## src/hdl/tts_pkg.sv

```systemverilog
package tts_pkg;

	localparam int unsigned BYTE_W = 8;
	localparam int unsigned OFS_W  = 16;

	// Register indexes of the configuration port.
	localparam logic REG_SEARCH_MODE  = 1'b0;
	localparam logic REG_START_OFFSET = 1'b1;

	// Search modes.
	localparam logic [1:0] MODE_CALL_OPEN  = 2'd0;
	localparam logic [1:0] MODE_CALL_CLOSE = 2'd1;
	localparam logic [1:0] MODE_WORD       = 2'd2;
	localparam logic [1:0] MODE_CMP        = 2'd3;

	// Operator kinds reported in the result.
	localparam logic [2:0] OP_NONE = 3'd0;
	localparam logic [2:0] OP_EQ   = 3'd1;
	localparam logic [2:0] OP_NE   = 3'd2;
	localparam logic [2:0] OP_LT   = 3'd3;
	localparam logic [2:0] OP_LE   = 3'd4;
	localparam logic [2:0] OP_GT   = 3'd5;
	localparam logic [2:0] OP_GE   = 3'd6;
	localparam logic [2:0] OP_WORD = 3'd7;

	// Characters the scanner cares about.
	localparam logic [7:0] CH_DQUOTE = 8'h22;
	localparam logic [7:0] CH_SQUOTE = 8'h27;
	localparam logic [7:0] CH_BSLASH = 8'h5C;
	localparam logic [7:0] CH_LPAREN = 8'h28;
	localparam logic [7:0] CH_RPAREN = 8'h29;
	localparam logic [7:0] CH_LBRACK = 8'h5B;
	localparam logic [7:0] CH_RBRACK = 8'h5D;
	localparam logic [7:0] CH_LBRACE = 8'h7B;
	localparam logic [7:0] CH_RBRACE = 8'h7D;
	localparam logic [7:0] CH_EQ     = 8'h3D;
	localparam logic [7:0] CH_BANG   = 8'h21;
	localparam logic [7:0] CH_LT     = 8'h3C;
	localparam logic [7:0] CH_GT     = 8'h3E;
	localparam logic [7:0] CH_A      = 8'h61;
	localparam logic [7:0] CH_N      = 8'h6E;
	localparam logic [7:0] CH_D      = 8'h64;
	localparam logic [7:0] CH_O      = 8'h6F;
	localparam logic [7:0] CH_R      = 8'h72;
	localparam logic [7:0] CH_USCORE = 8'h5F;

	typedef enum logic [1:0] {
		QUOTE_NONE   = 2'd0,
		QUOTE_SINGLE = 2'd1,
		QUOTE_DOUBLE = 2'd2
	} quote_t;

	typedef enum logic [2:0] {
		CAND_NONE = 3'd0,
		CAND_EQ   = 3'd1,
		CAND_BANG = 3'd2,
		CAND_LT   = 3'd3,
		CAND_GT   = 3'd4
	} cand_t;

	typedef enum logic [2:0] {
		WORD_NONE = 3'd0,
		WORD_A    = 3'd1,
		WORD_AN   = 3'd2,
		WORD_AND  = 3'd3,
		WORD_O    = 3'd4,
		WORD_OR   = 3'd5
	} word_t;

	typedef struct packed {
		logic [BYTE_W-1:0] char_byte;
		logic              last_byte;
	} in_word_t;

	typedef struct packed {
		logic             found;
		logic [OFS_W-1:0] match_pos;
		logic [2:0]       operator_kind;
		logic             word_is_or;
	} result_t;

	function automatic logic is_ident(input logic [7:0] c);
		return (c >= 8'h61 && c <= 8'h7A) || (c >= 8'h41 && c <= 8'h5A) ||
			(c >= 8'h30 && c <= 8'h39) || c == CH_USCORE;
	endfunction

endpackage

```

## src/hdl/top_level_token_scanner.sv

```systemverilog
// Scans expression text one byte per word and returns one result word after
// the word flagged with tlast: whether the selected search (call open paren,
// balancing close paren, top-level "and"/"or", or top-level comparison
// operator) matched, its byte position, the operator kind and the and/or flag.
// Quoted spans with backslash escapes are skipped and bracket depth is
// tracked. A byte is taken every cycle; it is held in the input register
// and updates the scan state when it moves on, which for a last byte also
// loads the result register. Input stalls only while a last byte waits on
// a result that has not yet been taken. Configuration must be written only
// while no text is in flight; the block itself does not enforce it. It
// applies from the next byte.
module top_level_token_scanner #(
	parameter int unsigned POS_BITS   = 16,
	parameter int unsigned DEPTH_BITS = 16
) (
	input  logic        clk,
	input  logic        arst_n,
	input  logic        s_tvalid,
	output logic        s_tready,
	input  logic [7:0]  s_tdata,   // [7:0] char_byte
	input  logic        s_tlast,   // last_byte
	output logic        m_tvalid,
	input  logic        m_tready,
	output logic [23:0] m_tdata,   // [0] found, [16:1] match_pos, [19:17] operator_kind,
	                               // [20] word_is_or, [23:21] zero
	input  logic        cfg_we,
	input  logic        cfg_index,
	input  logic [15:0] cfg_wdata
);

	logic [1:0]                    search_mode_q;
	logic [tts_pkg::OFS_W-1:0]     start_offset_q;
	logic                          s1_valid, advance;
	tts_pkg::in_word_t             in_word, s1_word;
	tts_pkg::result_t              scan_result, out_result;

	always_ff @(posedge clk or negedge arst_n) begin
		if (!arst_n) begin
			search_mode_q  <= tts_pkg::MODE_CALL_OPEN;
			start_offset_q <= '0;
		end else if (cfg_we) begin
			unique case (cfg_index)
				tts_pkg::REG_SEARCH_MODE:  search_mode_q  <= cfg_wdata[1:0];
				tts_pkg::REG_START_OFFSET: start_offset_q <= cfg_wdata;
				default: ;
			endcase
		end
	end

	assign in_word.char_byte = s_tdata;
	assign in_word.last_byte = s_tlast;

	// A last byte waits in the input register while the result register is full and not being taken.
	assign advance = s1_valid && (!s1_word.last_byte || !m_tvalid || m_tready);

	tts_in_stage u_in (
		.clk      (clk),
		.arst_n   (arst_n),
		.in_valid (s_tvalid),
		.in_ready (s_tready),
		.in_word  (in_word),
		.advance  (advance),
		.s1_valid (s1_valid),
		.s1_word  (s1_word)
	);

	tts_scan #(
		.POS_BITS   (POS_BITS),
		.DEPTH_BITS (DEPTH_BITS)
	) u_scan (
		.clk          (clk),
		.arst_n       (arst_n),
		.step         (advance),
		.word         (s1_word),
		.search_mode  (search_mode_q),
		.start_offset (start_offset_q),
		.result       (scan_result)
	);

	tts_out_stage u_out (
		.clk        (clk),
		.arst_n     (arst_n),
		.load       (advance && s1_word.last_byte),
		.result     (scan_result),
		.out_valid  (m_tvalid),
		.out_ready  (m_tready),
		.out_result (out_result)
	);

	assign m_tdata = {3'b000, out_result.word_is_or, out_result.operator_kind,
		out_result.match_pos, out_result.found};

endmodule

```

## src/hdl/tts_in_stage.sv

```systemverilog
module tts_in_stage (
	input  logic              clk,
	input  logic              arst_n,
	input  logic              in_valid,
	output logic              in_ready,
	input  tts_pkg::in_word_t in_word,
	input  logic              advance,
	output logic              s1_valid,
	output tts_pkg::in_word_t s1_word
);

	logic              valid_s1;
	tts_pkg::in_word_t word_s1;

	// The register refills in the same cycle that its word moves on.
	assign in_ready = !valid_s1 || advance;

	always_ff @(posedge clk or negedge arst_n) begin
		if (!arst_n) begin
			valid_s1 <= 1'b0;
		end else if (in_valid && in_ready) begin
			valid_s1 <= 1'b1;
		end else if (advance) begin
			valid_s1 <= 1'b0;
		end
	end

	always_ff @(posedge clk) begin
		if (in_valid && in_ready) begin
			word_s1 <= in_word;
		end
	end

	assign s1_valid = valid_s1;
	assign s1_word  = word_s1;

endmodule

```

## src/hdl/tts_scan.sv

```systemverilog
module tts_scan #(
	parameter int unsigned POS_BITS   = 16,
	parameter int unsigned DEPTH_BITS = 16
) (
	input  logic                         clk,
	input  logic                         arst_n,
	input  logic                         step,
	input  tts_pkg::in_word_t            word,
	input  logic [1:0]                   search_mode,
	input  logic [tts_pkg::OFS_W-1:0]    start_offset,
	output tts_pkg::result_t             result
);

	localparam int unsigned CW = (POS_BITS > tts_pkg::OFS_W) ? POS_BITS : tts_pkg::OFS_W;
	localparam logic [DEPTH_BITS-1:0] DEPTH_MAX = {1'b0, {(DEPTH_BITS-1){1'b1}}};
	localparam logic [DEPTH_BITS-1:0] DEPTH_MIN = {1'b1, {(DEPTH_BITS-1){1'b0}}};
	localparam logic [POS_BITS-1:0]   POS_MAX   = {POS_BITS{1'b1}};

	logic [DEPTH_BITS-1:0] depth_q, n_depth, depth_inc, depth_dec;
	tts_pkg::quote_t       quote_q, n_quote;
	logic                  esc_q, n_esc;
	logic [POS_BITS-1:0]   pos_q, n_pos, cand_q, n_cand, mat_q, n_mat;
	logic [7:0]            prev_q, n_prev;
	tts_pkg::cand_t        pend_q, n_pend;
	tts_pkg::word_t        wp_q, n_wp, wp_old;
	logic                  latched_q, n_lat;
	logic [2:0]            kind_q, n_kind, pkind;
	logic                  or_q, n_or;
	logic [CW-1:0]         pos_x, off_x, mat_x;
	logic [7:0]            c;

	assign c         = word.char_byte;
	assign depth_inc = (depth_q != DEPTH_MAX) ? depth_q + 1'b1 : depth_q;
	assign depth_dec = (depth_q != DEPTH_MIN) ? depth_q - 1'b1 : depth_q;
	assign pos_x     = CW'(pos_q);
	assign off_x     = CW'(start_offset);

	always_comb begin
		n_depth = depth_q;
		n_quote = quote_q;
		n_esc   = esc_q;
		n_pos   = (pos_q != POS_MAX) ? pos_q + 1'b1 : pos_q;
		n_prev  = c;
		n_pend  = pend_q;
		n_cand  = cand_q;
		n_lat   = latched_q;
		n_wp    = wp_q;
		n_kind  = kind_q;
		n_or    = or_q;
		n_mat   = mat_q;
		pkind   = tts_pkg::OP_NONE;
		wp_old  = tts_pkg::WORD_NONE;
		mat_x   = '0;

		// Lookahead held for another mode is dropped.
		if (search_mode != tts_pkg::MODE_CMP) n_pend = tts_pkg::CAND_NONE;
		if (search_mode != tts_pkg::MODE_WORD) n_wp = tts_pkg::WORD_NONE;

		if (!latched_q) begin
			// Resolve the comparison candidate left by the previous byte.
			if (n_pend != tts_pkg::CAND_NONE) begin
				unique case (n_pend)
					tts_pkg::CAND_EQ:   if (c == tts_pkg::CH_EQ) pkind = tts_pkg::OP_EQ;
					tts_pkg::CAND_BANG: if (c == tts_pkg::CH_EQ) pkind = tts_pkg::OP_NE;
					tts_pkg::CAND_LT:   if (c != tts_pkg::CH_LT)
						pkind = (c == tts_pkg::CH_EQ) ? tts_pkg::OP_LE : tts_pkg::OP_LT;
					tts_pkg::CAND_GT:   if (c != tts_pkg::CH_GT)
						pkind = (c == tts_pkg::CH_EQ) ? tts_pkg::OP_GE : tts_pkg::OP_GT;
					default: pkind = tts_pkg::OP_NONE;
				endcase
				n_pend = tts_pkg::CAND_NONE;
				if (pkind != tts_pkg::OP_NONE) begin
					n_lat  = 1'b1;
					n_mat  = cand_q;
					n_kind = pkind;
					n_or   = 1'b0;
					n_wp   = tts_pkg::WORD_NONE;
				end
			end

			// Advance a partly seen logical word.
			if (n_wp != tts_pkg::WORD_NONE) begin
				wp_old = n_wp;
				n_wp   = tts_pkg::WORD_NONE;
				if (wp_old == tts_pkg::WORD_A && c == tts_pkg::CH_N) begin
					n_wp = tts_pkg::WORD_AN;
				end else if (wp_old == tts_pkg::WORD_AN && c == tts_pkg::CH_D) begin
					n_wp = tts_pkg::WORD_AND;
				end else if (wp_old == tts_pkg::WORD_O && c == tts_pkg::CH_R) begin
					n_wp = tts_pkg::WORD_OR;
				end else if ((wp_old == tts_pkg::WORD_AND || wp_old == tts_pkg::WORD_OR) &&
					!tts_pkg::is_ident(c)) begin
					n_lat  = 1'b1;
					n_mat  = cand_q;
					n_kind = tts_pkg::OP_WORD;
					n_or   = (wp_old == tts_pkg::WORD_OR);
					n_pend = tts_pkg::CAND_NONE;
				end
			end

			if (!n_lat && pos_x >= off_x) begin
				if (quote_q != tts_pkg::QUOTE_NONE) begin
					if (esc_q) begin
						n_esc = 1'b0;
					end else if (c == tts_pkg::CH_BSLASH) begin
						n_esc = 1'b1;
					end else if ((quote_q == tts_pkg::QUOTE_SINGLE && c == tts_pkg::CH_SQUOTE) ||
						(quote_q == tts_pkg::QUOTE_DOUBLE && c == tts_pkg::CH_DQUOTE)) begin
						n_quote = tts_pkg::QUOTE_NONE;
					end
				end else if (c == tts_pkg::CH_DQUOTE) begin
					n_quote = tts_pkg::QUOTE_DOUBLE;
				end else if (c == tts_pkg::CH_SQUOTE) begin
					n_quote = tts_pkg::QUOTE_SINGLE;
				end else if (search_mode == tts_pkg::MODE_CALL_CLOSE) begin
					// Only parens count here; the balancing close ends the search.
					if (c == tts_pkg::CH_LPAREN) begin
						n_depth = depth_inc;
					end else if (c == tts_pkg::CH_RPAREN) begin
						n_depth = depth_dec;
						if (depth_dec == '0) begin
							n_lat  = 1'b1;
							n_mat  = pos_q;
							n_kind = tts_pkg::OP_NONE;
							n_or   = 1'b0;
							n_pend = tts_pkg::CAND_NONE;
							n_wp   = tts_pkg::WORD_NONE;
						end
					end
				end else if (search_mode == tts_pkg::MODE_CALL_OPEN && c == tts_pkg::CH_LPAREN &&
					depth_q == '0) begin
					n_lat  = 1'b1;
					n_mat  = pos_q;
					n_kind = tts_pkg::OP_NONE;
					n_or   = 1'b0;
					n_pend = tts_pkg::CAND_NONE;
					n_wp   = tts_pkg::WORD_NONE;
				end else if (c == tts_pkg::CH_LPAREN || c == tts_pkg::CH_LBRACK ||
					c == tts_pkg::CH_LBRACE) begin
					n_depth = depth_inc;
				end else if (c == tts_pkg::CH_RPAREN || c == tts_pkg::CH_RBRACK ||
					c == tts_pkg::CH_RBRACE) begin
					n_depth = depth_dec;
				end else if (depth_q == '0) begin
					if (search_mode == tts_pkg::MODE_WORD) begin
						if ((c == tts_pkg::CH_A || c == tts_pkg::CH_O) &&
							!tts_pkg::is_ident(prev_q)) begin
							n_wp   = (c == tts_pkg::CH_A) ? tts_pkg::WORD_A : tts_pkg::WORD_O;
							n_cand = pos_q;
						end
					end else if (search_mode == tts_pkg::MODE_CMP) begin
						if (c == tts_pkg::CH_EQ) begin
							n_pend = tts_pkg::CAND_EQ;
							n_cand = pos_q;
						end else if (c == tts_pkg::CH_BANG) begin
							n_pend = tts_pkg::CAND_BANG;
							n_cand = pos_q;
						end else if (c == tts_pkg::CH_LT && prev_q != tts_pkg::CH_LT) begin
							n_pend = tts_pkg::CAND_LT;
							n_cand = pos_q;
						end else if (c == tts_pkg::CH_GT && prev_q != tts_pkg::CH_GT) begin
							n_pend = tts_pkg::CAND_GT;
							n_cand = pos_q;
						end
					end
				end
			end
		end

		// At the end of the text a lone < or > or a complete word still counts.
		if (word.last_byte && !n_lat) begin
			if (n_pend == tts_pkg::CAND_LT) begin
				n_lat  = 1'b1;
				n_mat  = n_cand;
				n_kind = tts_pkg::OP_LT;
				n_or   = 1'b0;
			end else if (n_pend == tts_pkg::CAND_GT) begin
				n_lat  = 1'b1;
				n_mat  = n_cand;
				n_kind = tts_pkg::OP_GT;
				n_or   = 1'b0;
			end else if (n_wp == tts_pkg::WORD_AND || n_wp == tts_pkg::WORD_OR) begin
				n_lat  = 1'b1;
				n_mat  = n_cand;
				n_kind = tts_pkg::OP_WORD;
				n_or   = (n_wp == tts_pkg::WORD_OR);
			end
		end

		mat_x                = CW'(n_mat);
		result.found         = n_lat;
		result.match_pos     = n_lat ? mat_x[tts_pkg::OFS_W-1:0] : '0;
		result.operator_kind = n_lat ? n_kind : tts_pkg::OP_NONE;
		result.word_is_or    = n_lat & n_or;

		if (word.last_byte) begin
			n_depth = '0;
			n_quote = tts_pkg::QUOTE_NONE;
			n_esc   = 1'b0;
			n_pos   = '0;
			n_prev  = '0;
			n_pend  = tts_pkg::CAND_NONE;
			n_cand  = '0;
			n_lat   = 1'b0;
			n_wp    = tts_pkg::WORD_NONE;
			n_kind  = tts_pkg::OP_NONE;
			n_or    = 1'b0;
			n_mat   = '0;
		end
	end

	always_ff @(posedge clk or negedge arst_n) begin
		if (!arst_n) begin
			depth_q   <= '0;
			quote_q   <= tts_pkg::QUOTE_NONE;
			esc_q     <= 1'b0;
			pos_q     <= '0;
			prev_q    <= '0;
			pend_q    <= tts_pkg::CAND_NONE;
			cand_q    <= '0;
			latched_q <= 1'b0;
			wp_q      <= tts_pkg::WORD_NONE;
			kind_q    <= tts_pkg::OP_NONE;
			or_q      <= 1'b0;
			mat_q     <= '0;
		end else if (step) begin
			depth_q   <= n_depth;
			quote_q   <= n_quote;
			esc_q     <= n_esc;
			pos_q     <= n_pos;
			prev_q    <= n_prev;
			pend_q    <= n_pend;
			cand_q    <= n_cand;
			latched_q <= n_lat;
			wp_q      <= n_wp;
			kind_q    <= n_kind;
			or_q      <= n_or;
			mat_q     <= n_mat;
		end
	end

	a_clear_after_last: assert property (@(posedge clk) disable iff (!arst_n)
		step && word.last_byte |=> pos_q == '0 && !latched_q && depth_q == '0)
		else $error("scan state not cleared after the last word");

	a_escape_in_quote: assert property (@(posedge clk) disable iff (!arst_n)
		esc_q |-> quote_q != tts_pkg::QUOTE_NONE)
		else $error("escape pending outside a quoted span");

	a_latched_no_lookahead: assert property (@(posedge clk) disable iff (!arst_n)
		latched_q |-> pend_q == tts_pkg::CAND_NONE && wp_q == tts_pkg::WORD_NONE)
		else $error("lookahead still held after a match");

endmodule

```

## src/hdl/tts_out_stage.sv

```systemverilog
module tts_out_stage (
	input  logic             clk,
	input  logic             arst_n,
	input  logic             load,
	input  tts_pkg::result_t result,
	output logic             out_valid,
	input  logic             out_ready,
	output tts_pkg::result_t out_result
);

	logic             valid_q;
	tts_pkg::result_t result_q;

	always_ff @(posedge clk or negedge arst_n) begin
		if (!arst_n) begin
			valid_q <= 1'b0;
		end else if (load) begin
			valid_q <= 1'b1;
		end else if (out_ready) begin
			valid_q <= 1'b0;
		end
	end

	always_ff @(posedge clk) begin
		if (load) begin
			result_q <= result;
		end
	end

	assign out_valid  = valid_q;
	assign out_result = result_q;

endmodule

```

## config.mk

```make
export PLATFORM = sky130hd
export DESIGN_NAME = top_level_token_scanner
export DESIGN_NICKNAME = d
export VERILOG_FILES = /design/src/hdl/tts_pkg.sv /design/src/hdl/top_level_token_scanner.sv /design/src/hdl/tts_in_stage.sv /design/src/hdl/tts_scan.sv /design/src/hdl/tts_out_stage.sv
export SDC_FILE = /design/constraint.sdc
export NUM_CORES = 1
export LEC_CHECK = 0
export BUFFER_PORTS_ARGS = -buffer_cell sky130_fd_sc_hd__buf_2
export CORE_UTILIZATION = 40
export CTS_CLUSTER_DIAMETER = 40
export DETAILED_ROUTE_END_ITERATION = 10
export PLACE_DENSITY = 0.63
export SYNTH_ARGS = -nofsm -noshare
export SYNTH_HDL_FRONTEND = slang
export SYNTH_HIERARCHICAL = 1
export SYNTH_SLANG_ARGS = --single-unit
```

## constraint.sdc

```tcl
create_clock -name clk -period 4.31 [get_ports clk]
set_clock_uncertainty 0.1 [all_clocks]
set_input_delay 0.862 -clock clk [delete_from_list [all_inputs] [get_ports clk]]
set_output_delay 0.862 -clock clk [all_outputs]
set_load 0.01 [all_outputs]
```

# Yosys cells after proc, flatten, opt, wreduce, memory -nomap -nowiden
# Index checks and enable logic that the tools add are counted.
dict set report totals {
  regBits 136
  out_inout_bits 26
}
dict set report classes {
  add_sub_neg 3
  order_cmp 13
  n_eq_ne 56
  muxes 204
  bitwise_logic 2
  reduce_logical 66
}
# cell count
set ops {}
lappend ops {{$mux 16} 56}
lappend ops {{$mux 3} 79}
lappend ops {{$eq 8x7->1 const B} 12}
lappend ops {{$eq 8x6->1 const B} 8}
lappend ops {{$mux 1} 56}
lappend ops {{$add 16x1->16 const B} 2}
lappend ops {{$ge 8x7->1 const B} 4}
lappend ops {{$le 8x7->1 const B} 4}
lappend ops {{$logic_not 16->1} 2}
lappend ops {{$ne 16x16->1 const B} 2}
lappend ops {{$ne 8x6->1 const B} 4}
lappend ops {{$logic_and 1x1->1} 22}
lappend ops {{$mux 2} 11}
lappend ops {{$eq 3x2->1 const B} 6}
lappend ops {{$logic_or 1x1->1} 17}
lappend ops {{$ge 16x16->1} 1}
lappend ops {{$ge 8x6->1 const B} 2}
lappend ops {{$le 8x6->1 const B} 2}
lappend ops {{$ne 16x15->1 const B} 1}
lappend ops {{$sub 16x1->16 const B} 1}
lappend ops {{$eq 3x3->1 const B} 5}
lappend ops {{$ne 2x2->1 const B} 6}
lappend ops {{$pmux 3 s4} 1}
lappend ops {{$reduce_bool 2->1} 6}
lappend ops {{17 further kinds} 34}

# Longest topological paths before layout
dict set report depth {
  depth_word 39
  ltp_mapped 14
  mapped_depth_nobuf 12
}

# By module
# The synthesis kept the hierarchy.
# module instances cells_per_inst area_per_inst_um2 seq_area_each_um2
set by_module_without_submodules {}
lappend by_module_without_submodules {tts_scan 1 904 7236.9 2152.1}
lappend by_module_without_submodules {top_level_token_scanner 1 47 762.0 450.4}
lappend by_module_without_submodules {tts_out_stage 1 24 666.9 655.6}
lappend by_module_without_submodules {tts_in_stage 1 13 324.1 295.3}

# Least setup slack after synthesis
# Ideal clock, no wire load.
dict set report synth_path {
  kind {reg2reg}
  from {register u_scan.pos_q[0]}
  to {register u_out.result_q (netlist bit u_out/out_result[10]), data pin}
  arrival_time_ps 3072
  required_time_ps 3943
  setup_slack_ps 871
  stages_incl_launch_ff 13
  path_buffers 1
  cell_sequence {dfrtp_1 > inv_1 > ha_1 > nand2b_1 > a2111oi_2 > o21ai_0 > a2111oi_4 > o21ai_0 > and3_1 > nor2b_2 > a21oi_4 > buf_6 > a211oi_2}
}
dict set report synth_via {
  elab_chain_cells 10
  elab_cells_between_ends 27
}
# element line
set synth_lines {}
lappend synth_lines {{start, declared} tts_scan.sv:22} ;# logic [POS_BITS-1:0] pos_q, n_pos, cand_q, n_cand, mat_q, n_mat;
lappend synth_lines {{start signal, assigned} tts_scan.sv:230} ;# pos_q <= n_pos;
lappend synth_lines {{$ge 16x16->1 *} tts_scan.sv:101} ;# if (!n_lat && pos_x >= off_x) begin
lappend synth_lines {{$logic_and 1x1->1 *} tts_scan.sv:101}
lappend synth_lines {{$mux 3} tts_scan.sv:101}
lappend synth_lines {{$mux 3} tts_scan.sv:59} ;# if (!latched_q) begin
lappend synth_lines {{$eq 3x2->1 or $eq 3x3->1 (tied branches)} tts_scan.sv:182} ;# end else if (n_wp == tts_pkg::WORD_AND || n_wp == tts_pkg::WORD_OR) begin
lappend synth_lines {{$logic_or 1x1->1} tts_scan.sv:182}
lappend synth_lines {{$mux 16 or $mux 1 (tied branches)} tts_scan.sv:182}
lappend synth_lines {{$mux 16 or $mux 1 (tied branches)} tts_scan.sv:177} ;# end else if (n_pend == tts_pkg::CAND_GT) begin
lappend synth_lines {{$mux 16 or $mux 1 (tied branches)} tts_scan.sv:172} ;# if (n_pend == tts_pkg::CAND_LT) begin
lappend synth_lines {{$mux 16 or $mux 1 (tied branches)} tts_scan.sv:171} ;# if (word.last_byte && !n_lat) begin
lappend synth_lines {{end signal, assigned} tts_out_stage.sv:26} ;# result_q <= result;
lappend synth_lines {{end, declared} tts_out_stage.sv:12} ;# tts_pkg::result_t result_q;
# Mark *: on every way between the ends. The rest lies on a longest branch, timed or not.
# A chain may end at the register's enable or synchronous reset.

# Worst setup path in the final report
dict set report layout_path {
  from {register u_scan.pos_q[0]}
  to {register u_out.result_q (netlist bit u_out/out_result[6]), data pin}
}
# The elaborated chain is that of the path after synthesis.

==> flow_summary.yaml <==
status:
  status: "complete, but fails checks"
  violations: "DRC"
final_layout:
  post-route-util_pct: 46.3
  finalNetCount: 1075
  syn2layout_area_growth_pct: 13.1
  final.fill_count: 2050
  stdcell_count: 1317
  num_antenna_cells: 0
  drive_gt1_share_pct: 18.4
pwr:
  p_leak_uw: 0.00422
  p_int_uw: 2740
  p_seq_share_pct: 39.8
  vdd.ir_drop.worst_v: 0.000315
  p_clk_share_pct: 40.2
  p_per_area_nw_per_um2: 388
  switching_share_pct: 30.6
  share_comb_of_total_power_pct: 20.0
  switchingPower_uw: 1210
setup_path:
  crit_arrival_ns: 4.15
  start_kind: "flip-flop"
  r2r_end: "u_out/out_result[6]$_DFFE_PP_"
  path_max_fanout: 16
  worst-r2r-setup-slack_ns: 0.32
  cpPeakStageDelay_ns: 0.72
  critical_path_buf_inv_count: 1
  critPathRequiredTime_ns: 4.47
  crit_cells: 11
  crit_path_end_kind: "flip-flop"
  cp_common_cell: "o21ai_0"
  crit_chain: "inv_1, ha_1, nand2b_1, a2111oi_2, o21ai_0, a2111oi_4, or2_2, or3_1, o32a_1, o21ai_0, a211oi_2"
  r2r_cells: 11
  criticalPathCategory: "flip-flop to flip-flop"
  timing.rr.start: "u_scan/pos_q[0]$_DFFE_PN0P_"
  cp_slowest_cell: "a2111oi_4"
  cpLargestDelayFamily: "compound AO/OA/AOI/OAI gates"
logic_synthesis:
  yosys_warnings: 6
  synth_seq_cells: 136
  synth_area_um2: 8990
  synth.area.top_cells: "dfrtp_1 (30%), edfxtp_1 (10%), o21ai_0 (3.7%), nor2_1 (3.4%), inv_1 (3.3%)"
  synth_top_area_share_pct: 29.5
  synth_edf_count: 30
  synthArstFlopShare_pct: 77.9
  synthCells: 988
  synth_cell_types: 99
  synth_area_leader_cell: "dfrtp_1"
  ys.flop_type: "dfrtp_1"
  yosysSeqAreaShare_pct: 39.5
  syn_area_per_cell_um2: 9.10
min_path:
  hold_path_depth: 1
  hold_path.startpoint: "start_offset_q[11]$_DFFE_PN0P_"
  hp-class: "flip-flop to flip-flop"
  min_to: "start_offset_q[11]$_DFFE_PN0P_"
sta:
  rsz0062_at_grt: "no"
  worst-slew-pin-transition_ns: 0.907
  slew_headroom_pct: 39.5
  tns_ns: 0
  timing_max_transition_violations_final: 0
  min_period_ns: 3.99
  whs_ns: 0.391
  setup_violations: 0
  post-route-period-util_pct: 92.6
  hold_viol: 0
  fmax_mhz: 251
clock_tree:
  clk_latency_ns: 0.43
  cts_tree: "yes"
  clockBufferDepth: 2
  cts_resized: 0
  clkSinkCount: 136
  cts_root_buf: "clkbuf_16"
  htree_levels: 4
  path_clk_slew_ns: 0.06
  hold_buffers: 0
  postCtsSetupBuffers: 0
  numCtsBuffers: 17
drt:
  drcViolationCount: 10
  wl_per_cell_um: 17.8
  routed-via-count: 7727
  post_drt_via_cell_ratio: 5.87
  drt_iter0_markers: 611
  drtAntennaViolNets: 0
  first_pass_iters: 8
  wirelength_um: 23500
grt:
  grt-ovfl-total: 0
  grt_pass1_vias: 7545
  grt_util_all_layers_pct: 21.2
  antenna_found_initial: 0
  grt_max_degree: 78
  grt_first_pass_wirelength_um: 39600
placement:
  port_buffers: 53
  dpl.hpwl_um: 15900
  dp_cells: 1285
  place_congestion: 0.879
die:
  die_y_um: 152
  core.rowCount: 54
  dieArea_um2: 23100
  die_x_um: 152
  pin_count: 57
  design.core.area_um2: 22000
  start_util_pct: 40.9
run:
  drv_cap: 0
-- stage by stage --
| stage | setup slack (ns) | instance area (um^2) | power, uW |
|---|---|---|---|
| after floorplan | 0.871 | 9000 | 2140 |
| after global placement | 0.410 | 9530 | 2360 |
| after detailed placement | 0.342 | 9530 | 2370 |
| after CTS | 0.340 | 10200 | 3970 |
| after global routing | 0.00477 | 10200 | 4140 |
| final | 0.318 | 10200 | 3940 |
-- cells in the final DEF, fill, tap and decap left out, types with 7 or more instances in the layout --
cell type / count
nand4_1: 18
o211a_1: 16
o31ai_1: 9
nor3_1: 20
and2_1: 9
a21oi_1: 45
a31oi_1: 8
dfrtp_1: 106
inv_1: 78
o32a_1: 17
nor4_1: 7
nor2b_1: 16
nand2b_1: 12
nand2_1: 69
edfxtp_1: 30
or4_1: 7
a211oi_2: 16
buf_4: 27
ha_1: 20
and3_1: 11
o21ai_0: 66
nand3_1: 39
o211ai_1: 8
clkbuf_16: 18
buf_2: 52
o22ai_1: 43
xor2_1: 13
mux2_4: 10
nor2_1: 79
-- Yosys cell counts, drive strengths merged (19+ instances only) --
library cell and number:
mux2 19, o21ai 74, nand3 39, a211oi 22, a21oi 51, nor2 85
clkbuf 35, dfrtp 106, nor3 23, edfxtp 30, inv 78, o22ai 43
ha 20, nand2 70, buf 30
-- area by class of cell --
cell class                      instances  area (um^2)  area share (%)
Timing Repair Buffer                   80          483            4.75
Clock inverter                         11          156            1.54
Inverter                               78          293            2.88
Sequential cell                       136         3550            35.0
Multi-Input combinational cell        711         4850            47.7
Clock buffer                           21          482            4.74
Tap cell                              280          350            3.45
-- cell families (layout without fill, tap and decap cells) --
| family | count (synthesis) | after routing | share of synthesized area [%] |
|---|---|---|---|
| and+or+nand+nor | 350 | 350 | 21.9 |
| AOI/OAI and AO/OA | 301 | 301 | 24.3 |
| buffers and inverters | 143 | 190 | 6.86 |
| DFF | 136 | 136 | 39.5 |
| adders and majority gates | 20 | 20 | 2.78 |
| muxes | 20 | 20 | 2.91 |
| xor gates and xnor gates | 17 | 17 | 1.66 |
| other | 1 | 3 | 0.0417 |
-- routing by layer --
layer / vias to the layer above / routed length, um / global-route usage [%]
li1: 3718 / - / -
met1: 3737 / 11300 / 29.8
met2: 236 / 10600 / 33.4
met3: 36 / 1230 / 3.11
met4: 0 / 413 / 7.34
met5: - / 0 / 0
-- power groups by stage --
| stage | registers, uW | clock network [uW] | logic [uW] |
|---|---|---|---|
| floorplan | 1520 | 0 | 622 |
| global placement | 1590 | 0 | 771 |
| detailed placement | 1590 | 0 | 781 |
| CTS | 1570 | 1610 | 786 |
| global route | 1590 | 1670 | 887 |
| finish | 1570 | 1580 | 789 |
-- worst max path at each step --
stage | end | slack (ns) | startpoint
final | u_out/out_result[6]$_DFFE_PP_ | 0.32 | u_scan/pos_q[0]$_DFFE_PN0P_
after global routing | u_out/out_result[6]$_DFFE_PP_ | 0.005 | u_scan/pos_q[0]$_DFFE_PN0P_
after CTS | u_out/out_result[6]$_DFFE_PP_ | 0.34 | u_scan/pos_q[0]$_DFFE_PN0P_
after detailed placement | u_out/out_result[6]$_DFFE_PP_ | 0.34 | u_scan/pos_q[0]$_DFFE_PN0P_
after global placement | u_out/out_result[14]$_DFFE_PP_ | 0.41 | u_scan/pos_q[0]$_DFFE_PN0P_
after floorplan | u_out/out_result[10]$_DFFE_PP_ | 0.87 | u_scan/pos_q[0]$_DFFE_PN0P_
-- sequential cells by signal (all words and copies together) (netlist names) --
register,cells
u_out/out_result,21
start_offset_q,16
u_scan/cand_q,16
u_scan/depth_q,16
u_scan/mat_q,16
u_scan/pos_q,16
u_in/s1_word,9
u_scan/prev_q,8
u_scan/kind_q,3
u_scan/pend_q,3
u_scan/wp_q,3
search_mode_q,2
u_scan/quote_q,2
u_in/s1_valid,1
u_out/out_valid,1
u_scan/esc_q,1
u_scan/latched_q,1
u_scan/or_q,1
Power figures use the tool's default switching activity.
